[src/rtl/core/ptlc_pkg.sv]
package ptlc_pkg;

  // Field widths
  localparam int SAMPLE_W    = 10;
  localparam int RUN_W       = 13;
  localparam int PERIOD_W    = 16;
  localparam int SYNC_W      = 8;
  localparam int REG_INDEX_W = 2;
  localparam int REG_DATA_W  = 16;

  // Register indexes of the configuration port
  localparam logic [REG_INDEX_W-1:0] REG_LEVEL_THRESHOLD = 2'd0;
  localparam logic [REG_INDEX_W-1:0] REG_RUN_LIMIT       = 2'd1;
  localparam logic [REG_INDEX_W-1:0] REG_GREEN_LIMIT     = 2'd2;
  localparam logic [REG_INDEX_W-1:0] REG_SYNC_INTERVAL   = 2'd3;

  // Reset values of the configuration registers
  localparam logic [SAMPLE_W-1:0] LEVEL_THRESHOLD_RST = 10'd300;
  localparam logic [RUN_W-1:0]    RUN_LIMIT_RST       = 13'd4800;
  localparam logic [PERIOD_W-1:0] GREEN_LIMIT_RST     = 16'd21600;
  localparam logic [SYNC_W-1:0]   SYNC_INTERVAL_RST   = 8'd240;

  // Run timer saturates here
  localparam logic [RUN_W-1:0] RUN_MAX = {RUN_W{1'b1}};

  // Input item function codes
  localparam logic FUNC_CONTROL = 1'b0;
  localparam logic FUNC_TICK    = 1'b1;

  typedef enum logic [1:0] {
    PH_WAIT = 2'd0,
    PH_ON   = 2'd1,
    PH_DEC  = 2'd2,
    PH_OFF  = 2'd3
  } phase_t;

  typedef struct packed {
    logic [SAMPLE_W-1:0] level_threshold;
    logic [RUN_W-1:0]    run_limit_seconds;
    logic [PERIOD_W-1:0] green_limit_seconds;
    logic [SYNC_W-1:0]   sync_interval;
  } cfg_t;

  typedef struct packed {
    phase_t              run_phase;
    logic                timer_mode_flag;
    logic                motor_running;
    logic                low_latched;
    logic                mid_latched;
    logic [RUN_W-1:0]    run_seconds;
    logic                time_over;
    logic [SYNC_W-1:0]   sync_count;
    logic                sync_pending;
    logic [PERIOD_W-1:0] period_seconds;
    logic                green_flag;
  } state_t;

  localparam state_t STATE_RST = '{
    run_phase:       PH_OFF,
    timer_mode_flag: 1'b0,
    motor_running:   1'b0,
    low_latched:     1'b0,
    mid_latched:     1'b0,
    run_seconds:     '0,
    time_over:       1'b0,
    sync_count:      '0,
    sync_pending:    1'b0,
    period_seconds:  '0,
    green_flag:      1'b0
  };

  typedef struct packed {
    logic                func;
    logic                button;
    logic [SAMPLE_W-1:0] low_level_sample;
    logic [SAMPLE_W-1:0] mid_level_sample;
  } item_t;

  typedef struct packed {
    logic motor_on;
    logic start_issued;
    logic stop_issued;
    logic sync_request;
    logic green_period;
    logic in_timer_mode;
  } result_t;

endpackage

[src/rtl/core/ptlc_in_if.sv]
interface ptlc_in_if;
  import ptlc_pkg::*;

  logic                valid;
  logic                ready;
  logic                func;
  logic                button;
  logic [SAMPLE_W-1:0] low_level_sample;
  logic [SAMPLE_W-1:0] mid_level_sample;

  modport source (
    output valid, func, button, low_level_sample, mid_level_sample,
    input  ready
  );

  modport sink (
    input  valid, func, button, low_level_sample, mid_level_sample,
    output ready
  );
endinterface

[src/rtl/core/ptlc_out_if.sv]
interface ptlc_out_if;
  logic valid;
  logic ready;
  logic motor_on;
  logic start_issued;
  logic stop_issued;
  logic sync_request;
  logic green_period;
  logic in_timer_mode;

  modport source (
    output valid, motor_on, start_issued, stop_issued, sync_request,
           green_period, in_timer_mode,
    input  ready
  );

  modport sink (
    input  valid, motor_on, start_issued, stop_issued, sync_request,
           green_period, in_timer_mode,
    output ready
  );
endinterface

[src/rtl/core/ptlc_step.sv]
module ptlc_step (
  input  ptlc_pkg::cfg_t    cfg,
  input  ptlc_pkg::state_t  state,
  input  ptlc_pkg::item_t   item,
  output ptlc_pkg::state_t  state_next,
  output ptlc_pkg::result_t result_next
);
  import ptlc_pkg::*;

  always_comb begin
    state_t s;
    logic   did_start;
    logic   did_stop;
    logic   sync_now;
    logic   low_wet;
    logic   mid_wet;

    s         = state;
    did_start = 1'b0;
    did_stop  = 1'b0;
    sync_now  = 1'b0;
    low_wet   = item.low_level_sample < cfg.level_threshold;
    mid_wet   = item.mid_level_sample < cfg.level_threshold;

    if (item.func == FUNC_TICK) begin
      // Advance the sync divider
      if (s.sync_count == cfg.sync_interval) begin
        s.sync_pending = 1'b1;
        s.sync_count   = '0;
      end else begin
        s.sync_count = s.sync_count + 1'b1;
      end
      // Advance the run timer while a timed run counts
      if (s.run_phase == PH_DEC) begin
        if (s.run_seconds > cfg.run_limit_seconds || s.run_seconds == RUN_MAX) begin
          s.time_over = 1'b1;
        end else begin
          s.run_seconds = s.run_seconds + 1'b1;
        end
      end
      // Free-running period counter wraps
      s.period_seconds = s.period_seconds + 1'b1;
    end else begin
      // Send any pending sync request
      sync_now       = s.sync_pending;
      s.sync_pending = 1'b0;
      s.green_flag   = s.period_seconds < cfg.green_limit_seconds;

      // Button starts a timed run or cancels a counting one
      if (item.button) begin
        if (s.run_phase == PH_DEC) begin
          s.run_phase = PH_OFF;
        end else begin
          s.timer_mode_flag = 1'b1;
          s.run_phase       = PH_ON;
        end
      end

      if (s.timer_mode_flag) begin
        // Timed-run sequencer
        unique case (s.run_phase)
          PH_ON: begin
            s.motor_running = 1'b1;
            did_start       = 1'b1;
            s.run_seconds   = '0;
            s.run_phase     = PH_DEC;
          end
          PH_DEC: begin
            if (s.time_over) begin
              s.time_over = 1'b0;
              s.run_phase = PH_OFF;
            end
          end
          PH_OFF: begin
            s.motor_running   = 1'b0;
            did_stop          = 1'b1;
            s.time_over       = 1'b0;
            s.timer_mode_flag = 1'b0;
            s.run_phase       = PH_WAIT;
          end
          default: begin
          end
        endcase
      end else if (!s.green_flag) begin
        // Red period: force the motor off
        if (s.motor_running) begin
          s.motor_running = 1'b0;
          did_stop        = 1'b1;
          s.mid_latched   = 1'b0;
          s.low_latched   = 1'b0;
        end
      end else begin
        // Hysteretic start on the middle sensor, stop on the lower one
        if (mid_wet && !s.mid_latched) begin
          s.low_latched   = 1'b0;
          s.mid_latched   = 1'b1;
          s.motor_running = 1'b1;
          did_start       = 1'b1;
        end
        if (!low_wet && !s.low_latched) begin
          s.low_latched   = 1'b1;
          s.mid_latched   = 1'b0;
          s.motor_running = 1'b0;
          did_stop        = 1'b1;
        end
      end
    end

    state_next                = s;
    result_next.motor_on      = s.motor_running;
    result_next.start_issued  = did_start;
    result_next.stop_issued   = did_stop;
    result_next.sync_request  = sync_now;
    result_next.green_period  = s.green_flag;
    result_next.in_timer_mode = s.timer_mode_flag;
  end

endmodule

[src/rtl/core/pump_timer_level_controller_unit.sv]
// An accepted request passes through the input register, then the result
// register, which holds its result until it is taken.
// One request per cycle while results are taken; the input register can
// still take a request while a result waits to be taken, if it is empty.
// Reset (rst, synchronous, active high) clears the controller state, the
// valid flags, and loads the configuration registers with their defaults.
module pump_timer_level_controller_unit (
  input  logic                                  clk,
  input  logic                                  rst,
  input  logic                                  write_enable,
  input  logic [ptlc_pkg::REG_INDEX_W-1:0]      reg_index,
  input  logic [ptlc_pkg::REG_DATA_W-1:0]       write_data,
  ptlc_in_if.sink                               item,
  ptlc_out_if.source                            result
);
  import ptlc_pkg::*;

  cfg_t    cfg;
  state_t  state;
  state_t  state_next;
  item_t   item_reg;
  logic    item_valid;
  result_t result_reg;
  result_t result_next;
  logic    result_valid;
  logic    advance;

  // Step moves into the result register when it is free or being drained
  assign advance    = item_valid && (!result_valid || result.ready);
  assign item.ready = !item_valid || advance;

  // Configuration registers
  always_ff @(posedge clk) begin
    if (rst) begin
      cfg.level_threshold     <= LEVEL_THRESHOLD_RST;
      cfg.run_limit_seconds   <= RUN_LIMIT_RST;
      cfg.green_limit_seconds <= GREEN_LIMIT_RST;
      cfg.sync_interval       <= SYNC_INTERVAL_RST;
    end else if (write_enable) begin
      unique case (reg_index)
        REG_LEVEL_THRESHOLD: cfg.level_threshold     <= write_data[SAMPLE_W-1:0];
        REG_RUN_LIMIT:       cfg.run_limit_seconds   <= write_data[RUN_W-1:0];
        REG_GREEN_LIMIT:     cfg.green_limit_seconds <= write_data[PERIOD_W-1:0];
        REG_SYNC_INTERVAL:   cfg.sync_interval       <= write_data[SYNC_W-1:0];
        default: begin
        end
      endcase
    end
  end

  // Input register
  always_ff @(posedge clk) begin
    if (rst) begin
      item_valid <= 1'b0;
    end else if (item.ready) begin
      item_valid <= item.valid;
    end
  end

  always_ff @(posedge clk) begin
    if (item.valid && item.ready) begin
      item_reg.func             <= item.func;
      item_reg.button           <= item.button;
      item_reg.low_level_sample <= item.low_level_sample;
      item_reg.mid_level_sample <= item.mid_level_sample;
    end
  end

  ptlc_step u_step (
    .cfg         (cfg),
    .state       (state),
    .item        (item_reg),
    .state_next  (state_next),
    .result_next (result_next)
  );

  // Controller state updates as the request leaves the input register
  always_ff @(posedge clk) begin
    if (rst) begin
      state <= STATE_RST;
    end else if (advance) begin
      state <= state_next;
    end
  end

  // Result register
  always_ff @(posedge clk) begin
    if (rst) begin
      result_valid <= 1'b0;
    end else if (advance) begin
      result_valid <= 1'b1;
    end else if (result.ready) begin
      result_valid <= 1'b0;
    end
  end

  always_ff @(posedge clk) begin
    if (advance) begin
      result_reg <= result_next;
    end
  end

  assign result.valid         = result_valid;
  assign result.motor_on      = result_reg.motor_on;
  assign result.start_issued  = result_reg.start_issued;
  assign result.stop_issued   = result_reg.stop_issued;
  assign result.sync_request  = result_reg.sync_request;
  assign result.green_period  = result_reg.green_period;
  assign result.in_timer_mode = result_reg.in_timer_mode;

endmodule

[src/flat_wrapper.sv]
// flat-port wrapper written by rule: the top's interface ports become plain ports
module pump_timer_level_controller_unit_flat import ptlc_pkg::*;
  (clk, rst, write_enable, reg_index, write_data, item_valid, item_func, item_button, item_low_level_sample, item_mid_level_sample, item_ready, result_valid, result_motor_on, result_start_issued, result_stop_issued, result_sync_request, result_green_period, result_in_timer_mode, result_ready);
  ptlc_in_if item_i ();
  ptlc_out_if result_i ();
  input  logic clk;
  input  logic rst;
  input  logic write_enable;
  input  logic [ptlc_pkg::REG_INDEX_W-1:0] reg_index;
  input  logic [ptlc_pkg::REG_DATA_W-1:0] write_data;
  input wire logic [$bits(item_i.valid)-1:0] item_valid;
  input wire logic [$bits(item_i.func)-1:0] item_func;
  input wire logic [$bits(item_i.button)-1:0] item_button;
  input wire logic [$bits(item_i.low_level_sample)-1:0] item_low_level_sample;
  input wire logic [$bits(item_i.mid_level_sample)-1:0] item_mid_level_sample;
  output wire logic [$bits(item_i.ready)-1:0] item_ready;
  output wire logic [$bits(result_i.valid)-1:0] result_valid;
  output wire logic [$bits(result_i.motor_on)-1:0] result_motor_on;
  output wire logic [$bits(result_i.start_issued)-1:0] result_start_issued;
  output wire logic [$bits(result_i.stop_issued)-1:0] result_stop_issued;
  output wire logic [$bits(result_i.sync_request)-1:0] result_sync_request;
  output wire logic [$bits(result_i.green_period)-1:0] result_green_period;
  output wire logic [$bits(result_i.in_timer_mode)-1:0] result_in_timer_mode;
  input wire logic [$bits(result_i.ready)-1:0] result_ready;
  assign item_i.valid = item_valid;
  assign item_i.func = item_func;
  assign item_i.button = item_button;
  assign item_i.low_level_sample = item_low_level_sample;
  assign item_i.mid_level_sample = item_mid_level_sample;
  assign item_ready = item_i.ready;
  assign result_valid = result_i.valid;
  assign result_motor_on = result_i.motor_on;
  assign result_start_issued = result_i.start_issued;
  assign result_stop_issued = result_i.stop_issued;
  assign result_sync_request = result_i.sync_request;
  assign result_green_period = result_i.green_period;
  assign result_in_timer_mode = result_i.in_timer_mode;
  assign result_i.ready = result_ready;
  pump_timer_level_controller_unit u_core (.clk(clk), .rst(rst), .write_enable(write_enable), .reg_index(reg_index), .write_data(write_data), .item(item_i), .result(result_i));
endmodule
[config.mk]
export PLATFORM = sky130hd
export DESIGN_NAME = pump_timer_level_controller_unit_flat
export DESIGN_NICKNAME = d
export VERILOG_FILES = /design/src/rtl/core/ptlc_pkg.sv /design/src/rtl/core/ptlc_in_if.sv /design/src/rtl/core/ptlc_out_if.sv /design/src/rtl/core/ptlc_step.sv /design/src/rtl/core/pump_timer_level_controller_unit.sv /design/src/flat_wrapper.sv
export SDC_FILE = /design/constraint.sdc
export NUM_CORES = 1
export LEC_CHECK = 0
export ABC_AREA = 1
export ABC_CLOCK_PERIOD_IN_PS = 1800
export BUFFER_PORTS_ARGS = -buffer_cell sky130_fd_sc_hd__buf_2
export CORE_UTILIZATION = 55
export DETAILED_ROUTE_END_ITERATION = 12
export GPL_TIMING_DRIVEN = 0
export PLACE_DENSITY = 0.75
export REMOVE_ABC_BUFFERS = 1
export SYNTH_ARGS = -nofsm -noshare
export SYNTH_HDL_FRONTEND = slang
export SYNTH_HIERARCHICAL = 1
export SYNTH_SLANG_ARGS = --single-unit
[constraint.sdc]
create_clock -name clk -period 1.8 [get_ports clk]
set_input_delay 0.09 -clock clk [delete_from_list [all_inputs] [get_ports clk]]
set_output_delay 0.09 -clock clk [all_outputs]
set_load 0.1 [all_outputs]
==> results of run 1 <==
==> path summary, 6_finish.rpt <==
| check | startpoint | end | slack, ns |
|---|---|---|---|
| worst max-delay path | u_core/item_reg[5] | u_core/state[42] | -0.33 |
| worst max register to register | u_core/item_reg[5] | u_core/state[42] | -0.33 |
| worst min-delay path | reg_index[1] | u_core/cfg[36] | 0.09 |
| worst min register to register | u_core/cfg[45] | u_core/cfg[45] | 0.45 |
==> synth_stat cells (5+ instances only) <==
cell type | instances | share of area
o21ai_0 | 18 | 0.012
clkbuf_1 | 8 | 0.0041
buf_2 | 27 | 0.018
xor2_1 | 9 | 0.011
xnor2_1 | 9 | 0.011
nand3_1 | 99 | 0.067
ha_1 | 49 | 0.083
edfxtp_1 | 28 | 0.11
nand2_2 | 6 | 0.0051
nor2_1 | 136 | 0.069
nand4_1 | 8 | 0.0068
dfxtp_1 | 95 | 0.26
a21oi_1 | 82 | 0.056
or2_2 | 5 | 0.0042
buf_4 | 7 | 0.0071
o21ai_1 | 6 | 0.0041
nand2_1 | 255 | 0.13
inv_1 | 172 | 0.088
==> metrics by stage <==
stage          setup slack, ns   util  power [uW]  TNS (ns)  hold slack (ns)
2_1_floorplan            -2.09      -        3980   -112.95            0.159
3_3_place_gp             -2.03  0.593        4250   -153.47            0.266
3_5_place_dp            -0.537  0.596        4270    -18.58            0.268
4_1_cts                 -0.253  0.712        7930     -2.31           0.0834
5_1_grt                 -0.423  0.747        8440     -7.19            0.105
6_report                -0.326  0.747        8060     -4.07           0.0949
==> layout make-up <==
| type | count | area (sq um) | share of cell area |
|---|---|---|---|
| clock buffers | 19 | 475 | 0.0496 |
| clock inverters | 13 | 124 | 0.0129 |
| inverters | 176 | 674 | 0.0704 |
| multi-input cells | 719 | 4280 | 0.446 |
| flip-flops and latches | 123 | 2830 | 0.295 |
| well taps | 172 | 215 | 0.0225 |
| repair buffers | 124 | 986 | 0.103 |
| repair inverters | 1 | 7.51 | 0.000783 |
==> cell families (layout without fill, tap and decap cells) <==
logic type	Yosys count	in the layout	share of synthesized area
simple gates	533	533	0.315
xor+xnor	18	18	0.0214
buf+inv	222	333	0.122
fa+ha+maj	49	49	0.0832
compound gates	119	119	0.0864
flops	123	123	0.372
==> where the power goes <==
part / internal (uW) / switching [uW] / total, uW
logic: 595 / 845 / 1440
registers: 3000 / 174 / 3180
clock network: 2090 / 1350 / 3440
total: 5690 / 2370 / 8060
==> timing repair <==
item / CTS / global route
setup endpoints to repair: 67 / 40
pin swaps: 38 / 49
hold buffers: 40 / 0
gates cloned: 1 / 0
resized for setup: 93 / 90
hold endpoints to repair: 57 / 0
setup buffers: 17 / 14
==> routing by layer <==
layer	routed length [um]	part of all wire	vias to the layer above	GRT usage
met1	8270	0.43	3181	0.329
met4	438	0.023	0	0.125
met5	0	0	-	0
li1	-	-	3551	-
met2	9520	0.49	198	0.458
met3	1010	0.052	29	0.0610
==> worst max-delay path, stage by stage, from the launching register on <==
cell and delay [ns]:
edfxtp_1 0.43, ha_4 0.29, a21oi_2 0.13, nand2_1 0.08, nand2_1 0.09, nand4_1 0.29
a21oi_2 0.25, nand3_2 0.09, a21oi_2 0.14, inv_1 0.05, nand3_1 0.07, nand2_1 0.06
nor2_1 0.09
==> metrics, run 1 <==
sequential share of the synthesized area 0.372; io pins 53; Die Height 118 um; global placer's final weighted congestion 0.832; Die X 118 um; cell row count 41; Max transition margin 0.484; DR vias 6959; Hold Path Class input port to flop; WP data arrival 2.48 ns; CP Launch Type flop; WP data required 2.15 ns; FFs w/ async S/R, synth 0; Layout area overhead 30.0%; Total GRT Usage 0.272; Final nets 1256; Max Root-Sink Buffers 2; drt wl/cell 14.3 um; flip-flop count of the largest register after layout 47; Syn Std Cell Area 0.00737 sq mm; Yosys Warn Count 6; core area 0.0128 sq mm; commonest non-fill, non-tap cell in the layout nand2_1; antenna diode count 0; Distinct cells, synth 43; Slew Viols, Final 0; 1st-iter DRT viols 654; failing checks setup timing; Finished Layout Cells 1347; dpl cell area 0.00765 sq mm; clock-pin transition on the worst setup and hold timing paths 0.07 ns; Post-Place Cells 1243; Main synth FF type dfxtp_1; crit path time final 2.13 ns; final worst path period share 1.18; total die area 0.0139 sq mm; Final Hold Fails 0; post-DR vias/cell 5.17; synthesized instance count 1064; Fillers 938; Worst Setup End Kind flop; largest net degree at the start of global routing 93; PD cells 841 mW/mm^2; GRT overflow 0; H-tree depth 4; first-pass GRT wire length 29800 um; worst setup path category flop to flop; Pleak 0.00443 uW; most frequent cells in the layout 237 x nand2_1, 155 x inv_1, 122 x nor2_1; Starting Density 0.575; status finished with violations; CTS Buf Count 17; I/O Buffers 52; Worst Skew 0.0127 ns; Final setup violation count 20; RSZ-0062 raised after global routing yes; Hold Path Stages 4; initial antenna violation count 1; Worst-Margin Slew 0.772 ns; CP max FO 4; fmax 470 MHz; number of synthesized flops with an enable pin 28; # Max-Cap Violations 0; share of cells above drive strength 1 0.245; HPWL after DPL 10400 um; Pre-antenna DRT Iters 5; Avg Cell Area, Syn 6.93 sq um; drt total wl 19200 um; CTS root buf clkbuf_16; CTS Sinks 123; vias in the first global route 6218; CTS tree done; Synth Register Bits 123; final instance area 0.00959 sq mm; final antenna-violating net count 0; final worst setup slack -0.326 ns; Max IR drop VDD 0.651 mV; Reg2Reg Depth 12; worst skew pair latency 0.42 ns; DR DRC count 0
(Power assumes the default switching activity.)
==> run 2: changes to the inputs <==
--- a/config.mk
+++ b/config.mk
@@ -8,6 +8,7 @@
 export ABC_AREA = 1
 export ABC_CLOCK_PERIOD_IN_PS = 1800
 export BUFFER_PORTS_ARGS = -buffer_cell sky130_fd_sc_hd__buf_2
+export CORE_ASPECT_RATIO = 0.75
 export CORE_UTILIZATION = 55
 export DETAILED_ROUTE_END_ITERATION = 12
 export GPL_TIMING_DRIVEN = 0
==> run 2 against run 1 <==
Effect of this change:
- the run still ends with setup timing left
- sequential power barely moved
- maximum frequency down 2.2%
- sequential cell count is the same
- die area is essentially flat
- worst hold slack worse by 0.085 ns
- critical endpoint is now u_core/state[31]
- final cell count increased by 0.37%
==> metrics, run 2 (synthesis gave the netlist of run 1 again) <==
clock-pin transition on the worst setup and hold timing paths 0.06 ns (about the same); crit path cell chain inv_2 -> ha_4 -> a21oi_1 -> nand2_1 -> a21oi_2 -> nand2_2 -> nand2_4 -> nand3_4 -> buf_12 -> nor2_4 -> nand3_1 -> nand2_1 -> inv_1 -> nand3_1 -> nand2_1 -> nor2_1; cell row count 36 (-12%); worst skew pair latency 0.41 ns (about the same); H-tree depth 4 (unchanged); Design Power 8030 uW (-0.30%); max incr delay on CP 0.34 ns (-0.09 ns); Total GRT Usage 0.287 (+0.0149); WP data required 2.14 ns (about the same); io pins 53 (unchanged); Switching Power 2330 uW (-1.8%); Pleak 0.00447 uW (+0.95%); final worst path period share 1.21 (+0.0264); Die X 136 um (+15%); # Max-Cap Violations 0 (unchanged); total die area 0.0139 sq mm (about the same); Die Height 102 um (-13%); final worst setup slack -0.374 ns (-0.0476 ns); final instance area 0.00978 sq mm (+2.0%); Max IR drop VDD 0.707 mV (+8.6%); Max Root-Sink Buffers 2 (unchanged); DR DRC count 0 (unchanged); commonest non-fill, non-tap cell in the layout nand2_1; first-pass GRT wire length 30800 um (+3.1%); HPWL after DPL 10700 um (+2.5%); Fin Hold WS 0.00973 ns (-0.0852 ns); PD cells 822 mW/mm^2 (-2.2%); share of cells above drive strength 1 0.278 (+0.0329); WP data arrival 2.51 ns (+0.03 ns); dpl cell area 0.00764 sq mm (about the same); worst setup path category flop to flop; Slew Viols, Final 0 (unchanged); Util after Layout 0.751 (+0.00355); failing checks setup timing; Fillers 922 (-1.7%); Final setup violation count 23 (+15%); Worst-Margin Slew 0.843 ns (+0.0708 ns); Flop pwr share 0.396 (+0.002); largest net degree at the start of global routing 93 (unchanged); GRT overflow 0 (unchanged); Switching Share 0.290 (-0.00444); 1st-iter DRT viols 526 (-20%); vias in the first global route 6507 (+4.6%); initial antenna violation count 1 (unchanged); FF/Latch Area 0.00284 sq mm (+0.35%); Layout area overhead 32.6%; Final Hold Fails 0 (unchanged); combinational share of power 0.193 (+0.014); DR vias 7200 (+3.5%); crit path time final 2.17 ns (+0.0476 ns); drt total wl 20400 um (+6.2%); status finished with violations; GRT busiest layer met2; Starting Density 0.566 (-0.00851); core area 0.0130 sq mm (+1.5%); area of the multi-input gates 0.00444 sq mm (+3.8%); GRT met1 Usage 0.372 (+0.0427); post-place setup slack -0.495 ns (+0.0421 ns); CP Launch Type flop; Worst Setup End Kind flop; global placer's final weighted congestion 0.846 (+1.6%); Pre-antenna DRT Iters 6 (+1); Worst Skew 0.00675 ns (-0.00590 ns); final antenna-violating net count 0 (unchanged); CTS root buf clkbuf_16; Critical Path Most Common Cell nand2_1; Clk pwr share 0.410 (-0.017); most frequent cells in the layout 228 x nand2_1, 150 x inv_1, 120 x nor2_1; Max transition margin 0.437 (-0.0473); CTS tree done; I/O Buffers 52 (unchanged); CP max FO 6 (+2); Internal Power 5710 uW (+0.33%); RSZ-0062 raised after global routing yes; met2 usage 0.474 (+0.0164); post-DR vias/cell 5.33 (+3.1%); M3 GR Usage 0.0491 (-0.0119); Hold Path Class input port to flop; fmax 460 MHz (-2.2%); Final nets 1261 (+0.40%); CTS Buf Count 17 (unchanged); drt wl/cell 15.1 um (+5.8%); CTS Sinks 123 (unchanged); flip-flop count of the largest register after layout 47 (unchanged); worst-path cell with the longest stage delay dfxtp_2
## run 2: power groups by stage
stage | clock, uW | combinational (uW) | sequential [uW]
after floorplan | 0 | 723 | 3250
after global placement | 0 | 1020 | 3230
after detailed placement | 0 | 1040 | 3240
after CTS | 3320 | 1350 | 3170
after global routing | 3470 | 1710 | 3200
final | 3300 | 1550 | 3180
## run 2: per-layer routing
layer  up-vias  routed length, um
met5         -                  0
met4         0                642
met3        65               1230
met2       279               9780
met1      3300               8770
li1       3556                  -
## run 2: layout make-up
| type | count | area share |
|---|---|---|
| antenna | 1 | 0.000256 |
| clock buffer | 19 | 0.0453 |
| clock inverter | 13 | 0.0129 |
| inverter | 176 | 0.0692 |
| multi-input combinational | 719 | 0.454 |
| sequential | 123 | 0.290 |
| tap | 171 | 0.0219 |
| timing repair buffer | 129 | 0.105 |
| timing repair inverter | 1 | 0.000768 |
## run 2: path summary, 6_finish.rpt
check                               startpoint          endpoint  slack [ns]  cells past startpoint
worst max-delay path            u_core/cfg[32]  u_core/state[31]       -0.37                     16
worst max register to register  u_core/cfg[32]  u_core/state[31]       -0.37                     16
worst min register to register  u_core/cfg[40]    u_core/cfg[40]        0.46                      2
worst min-delay path             write_data[1]     u_core/cfg[9]        0.01                      3
## run 2: repair_timing
| action | CTS | global route |
|---|---|---|
| gates resized for setup | 126 | 107 |
| endpoints found under the hold margin | 53 | 0 |
| cloned | 0 | 1 |
| hold buffers | 38 | 0 |
| pin swaps | 44 | 65 |
| setup endpoints to repair | 68 | 55 |
| buffers inserted | 23 | 19 |
## run 2: critical path: cells and delay by family, from the launching register on
| kind | cells | cell delay (ns) |
|---|---|---|
| buffers and inverters | 3 | 0.26 |
| adder cells (fa/ha/maj) | 1 | 0.23 |
| AND/OR/NAND/NOR | 10 | 0.97 |
| AO/OA/AOI/OAI | 2 | 0.30 |
| flip-flops | 1 | 0.34 |
## run 2: metrics by stage
step,std cells,setup TNS [ns]
finish,1352,-3.96
detailed placement,1242,-16.35
global route,1352,-7.66
CTS,1335,-2.97
floorplan,1018,-112.95
global placement,1241,-153.04
==> run 3: changes to the inputs <==
--- a/config.mk
+++ b/config.mk
@@ -9,12 +9,11 @@
 export ABC_CLOCK_PERIOD_IN_PS = 1800
 export BUFFER_PORTS_ARGS = -buffer_cell sky130_fd_sc_hd__buf_2
 export CORE_ASPECT_RATIO = 0.75
-export CORE_UTILIZATION = 55
+export CORE_UTILIZATION = 54
 export DETAILED_ROUTE_END_ITERATION = 12
 export GPL_TIMING_DRIVEN = 0
-export PLACE_DENSITY = 0.75
+export PLACE_DENSITY = 0.74
 export REMOVE_ABC_BUFFERS = 1
 export SYNTH_ARGS = -nofsm -noshare
 export SYNTH_HDL_FRONTEND = slang
-export SYNTH_HIERARCHICAL = 1
 export SYNTH_SLANG_ARGS = --single-unit
==> run 3 against run 2 <==
Effect of this change:
- the run still ends with setup timing left
- first-iteration DRC count up 34%
- final cell count decreased by 22%
- worst hold slack lost 0.0084 ns
- wire length down 4.9%
- largest power group unchanged
- highest routed layer unchanged
==> metrics, run 3 <==
Switching Power 2040 uW (-13%); most common library cells after synthesis 142 x nand2_1, 110 x inv_1, 95 x dfxtp_1; # Max-Cap Violations 0 (unchanged); Pre-antenna DRT Iters 5 (-1); CTS Buf Count 17 (unchanged); Slew Viols, Final 0 (unchanged); Synth Register Bits 123 (unchanged); mux cell area share after synthesis 0 (unchanged); post-DR vias/cell 5.91 (+11%); Max transition margin 0.401 (-0.0355); Main synth FF type dfxtp_1; Hold Path Class input port to flop; final worst setup slack -0.215 ns (+0.159 ns); final worst path period share 1.12 (-0.0883); PD cells 888 mW/mm^2 (+8.0%); number of synthesized flops with an enable pin 28 (unchanged); largest family of logic cells by synthesized area simple AND/OR/NAND/NOR gates; Yosys Warn Count 0 (-6); antenna diode count 0 (-1); global placer's final weighted congestion 0.846 (about the same); cell row count 33 (-8.3%); share of cells above drive strength 1 0.306 (+0.0282); Final nets 989 (-22%); HPWL after DPL 10500 um (-2.1%); CTS tree done; CTS root buf clkbuf_16; Distinct cells, synth 44 (+2.3%); fmax 496 MHz (+7.9%); CP max FO 6 (unchanged); largest net degree at the start of global routing 35 (-62%); 1st-iter DRT viols 706 (+34%); Die X 126 um (-7.2%); Worst Skew 0.0101 ns (+0.00337 ns); Pleak 0.00354 uW (-21%); vias in the first global route 5585 (-14%); Max Root-Sink Buffers 2 (unchanged); Yosys top cell area share 0.306 (+0.0478); synth top area cells dfxtp_1 31%, edfxtp_1 14%, ha_1 9.9%; first-pass GRT wire length 26900 um (-13%); Worst Setup End Kind flop; WP data required 2.08 ns (-0.06 ns); RSZ-0062 raised after global routing yes; core area 0.0111 sq mm (-15%); FFs w/ async S/R, synth 0 (unchanged); Hold Path Stages 3 (unchanged); Final Hold Fails 0 (unchanged); flip-flop count of the largest register after layout 47 (unchanged); Layout area overhead 38.8%; GRT overflow 0 (unchanged); combinational share of power 0.119 (-0.074); Syn Std Cell Area 0.00622 sq mm (-16%); I/O Buffers 52 (unchanged); synthesized instance count 772 (-27%); final instance area 0.00863 sq mm (-12%); failing checks setup timing; io pins 53 (unchanged); Avg Cell Area, Syn 8.06 sq um (+16%); total die area 0.0120 sq mm (-14%); adder-cell share of the synthesized area 0.0986 (+0.0154); initial antenna violation count 0 (-1); Finished Layout Cells 1048 (-22%); top-count cell post-synth nand2_1; commonest non-fill, non-tap cell in the layout nand2_1; Clk pwr share 0.491 (+0.081); status finished with violations; WP data arrival 2.30 ns (-0.21 ns); dpl cell area 0.00659 sq mm (-14%); most frequent cells in the layout 115 x nand2_1, 87 x inv_1, 72 x dfxtp_1; Worst-Margin Slew 0.897 ns (+0.0546 ns); XOR/XNOR Fraction of Synth Area 0.0310 (+0.00959); Max IR drop VDD 0.753 mV (+6.5%); sequential share of the synthesized area 0.441 (+0.0689); H-tree depth 4 (unchanged); DR DRC count 0 (unchanged); CP Launch Type flop; CTS Sinks 123 (unchanged); Synth Area in Simple Gates 0.208 (-0.107); Final setup violation count 19 (-17%); DR vias 6193 (-14%); crit path time final 2.01 ns (-0.159 ns); Post-Place Cells 944 (-24%); Total GRT Usage 0.295 (+0.00781); Synth area leader dfxtp_1; Compound-Gate Fraction of Synth Area 0.137 (+0.0502); Starting Density 0.562 (-0.00415); Flop pwr share 0.390 (-0.006); Internal Power 5630 uW (-1.4%); clock-pin transition on the worst setup and hold timing paths 0.06 ns (about the same); Switching Share 0.266 (-0.0242); Die Height 94.9 um (-7.1%); worst setup path category flop to flop; drt wl/cell 18.5 um (+23%); worst skew pair latency 0.43 ns (+0.02 ns); drt total wl 19400 um (-4.9%); final antenna-violating net count 0 (unchanged); Reg2Reg Depth 14 (-2)
==> run 3: cell types whose count changed in the layout (fill, tap and decap cells not counted), moves of 9 or more <==
cell / before / now
o21ai_0: 6 / 47
nand2_1: 228 / 115
nand4_1: 8 / 21
nand3_1: 91 / 19
o21ai_1: 12 / 3
nor2_1: 120 / 63
inv_1: 150 / 87
dfxtp_1: 43 / 72
o211ai_1: 1 / 13
dfxtp_2: 41 / 19
==> run 3: logic make-up (layout without fill, tap and decap cells) <==
group / after synthesis / after routing
AO/OA/AOI/OAI: 153 / 153
XOR/XNOR: 22 / 22
adder cells (fa/ha/maj): 49 / 49
buffers and inverters: 136 / 271
flip-flops: 123 / 123
AND/OR/NAND/NOR: 289 / 290
==> run 3: stage by stage <==
| stage | worst slack, ns | power (uW) | hold WS [ns] | setup TNS (ns) | utilization |
|---|---|---|---|---|---|
| after detailed placement | -0.590 | 3630 | 0.269 | -24.13 | 0.595 |
| after global placement | -1.10 | 3590 | 0.266 | -56.26 | 0.593 |
| final | -0.215 | 7660 | 0.00129 | -2.59 | 0.780 |
| after floorplan | -1.16 | 3430 | 0.159 | -33.49 | - |
| after CTS | -0.00975 | 7430 | 0.00120 | -0.00975 | 0.721 |
| after global routing | -0.261 | 7880 | 0.0108 | -4.24 | 0.780 |
==> run 3: final cells by class <==
class,instances,area (sq um)
clock inverters,15,214
clock buffers,17,425
flip-flops and latches,123,2780
repair buffers,124,923
fillers,648,2430
inverters,115,450
multi-input cells,514,3660
well taps,140,175
==> run 3: path summary, 6_finish.rpt <==
path                     from               end  slack (ns)
min             write_data[3]     u_core.cfg[3]       0.001
max            u_core.cfg[27]  u_core.state[33]       -0.21
max reg2reg    u_core.cfg[27]  u_core.state[33]       -0.21
min reg2reg  u_core.state[17]  u_core.state[17]        0.46
==> run 3: routing by layer <==
metal | wire [um] | global-route usage | vias to the layer above
met1 | 7300 | 0.327 | 2908
met3 | 1390 | 0.0742 | 104
met4 | 1010 | 0.151 | 0
met5 | 0 | 0 | -
met2 | 9730 | 0.530 | 362
li1 | - | - | 2819
==> run 3: critical path, cell delays in order, from the launching register on <==
cell and delay (ns):
dfxtp_1 0.32, inv_1 0.07, ha_1 0.29, nand2_2 0.07
nor2_2 0.15, nand2_1 0.09, nand3_1 0.10, nand2_1 0.06
nand2_1 0.08, nand2_1 0.07, nand2_2 0.10, nand2_4 0.11
buf_6 0.16, nand4_1 0.10, a21oi_1 0.08
==> run 3: repair_timing <==
item | in CTS | in global routing
gates resized for setup | 72 | 107
hold endpoints to repair | 41 | 0
cloned | 1 | 0
hold buffers | 35 | 0
pin swaps | 31 | 52
endpoints found under the setup margin | 40 | 28
buffers inserted | 13 | 23
==> run 3: power by group through the flow <==
stage | clock (uW) | combinational (uW) | sequential [uW]
after global routing | 3910 | 974 | 3000
after floorplan | 0 | 338 | 3090
final | 3760 | 914 | 2990
after CTS | 3730 | 725 | 2980
after detailed placement | 0 | 594 | 3040
after global placement | 0 | 555 | 3040
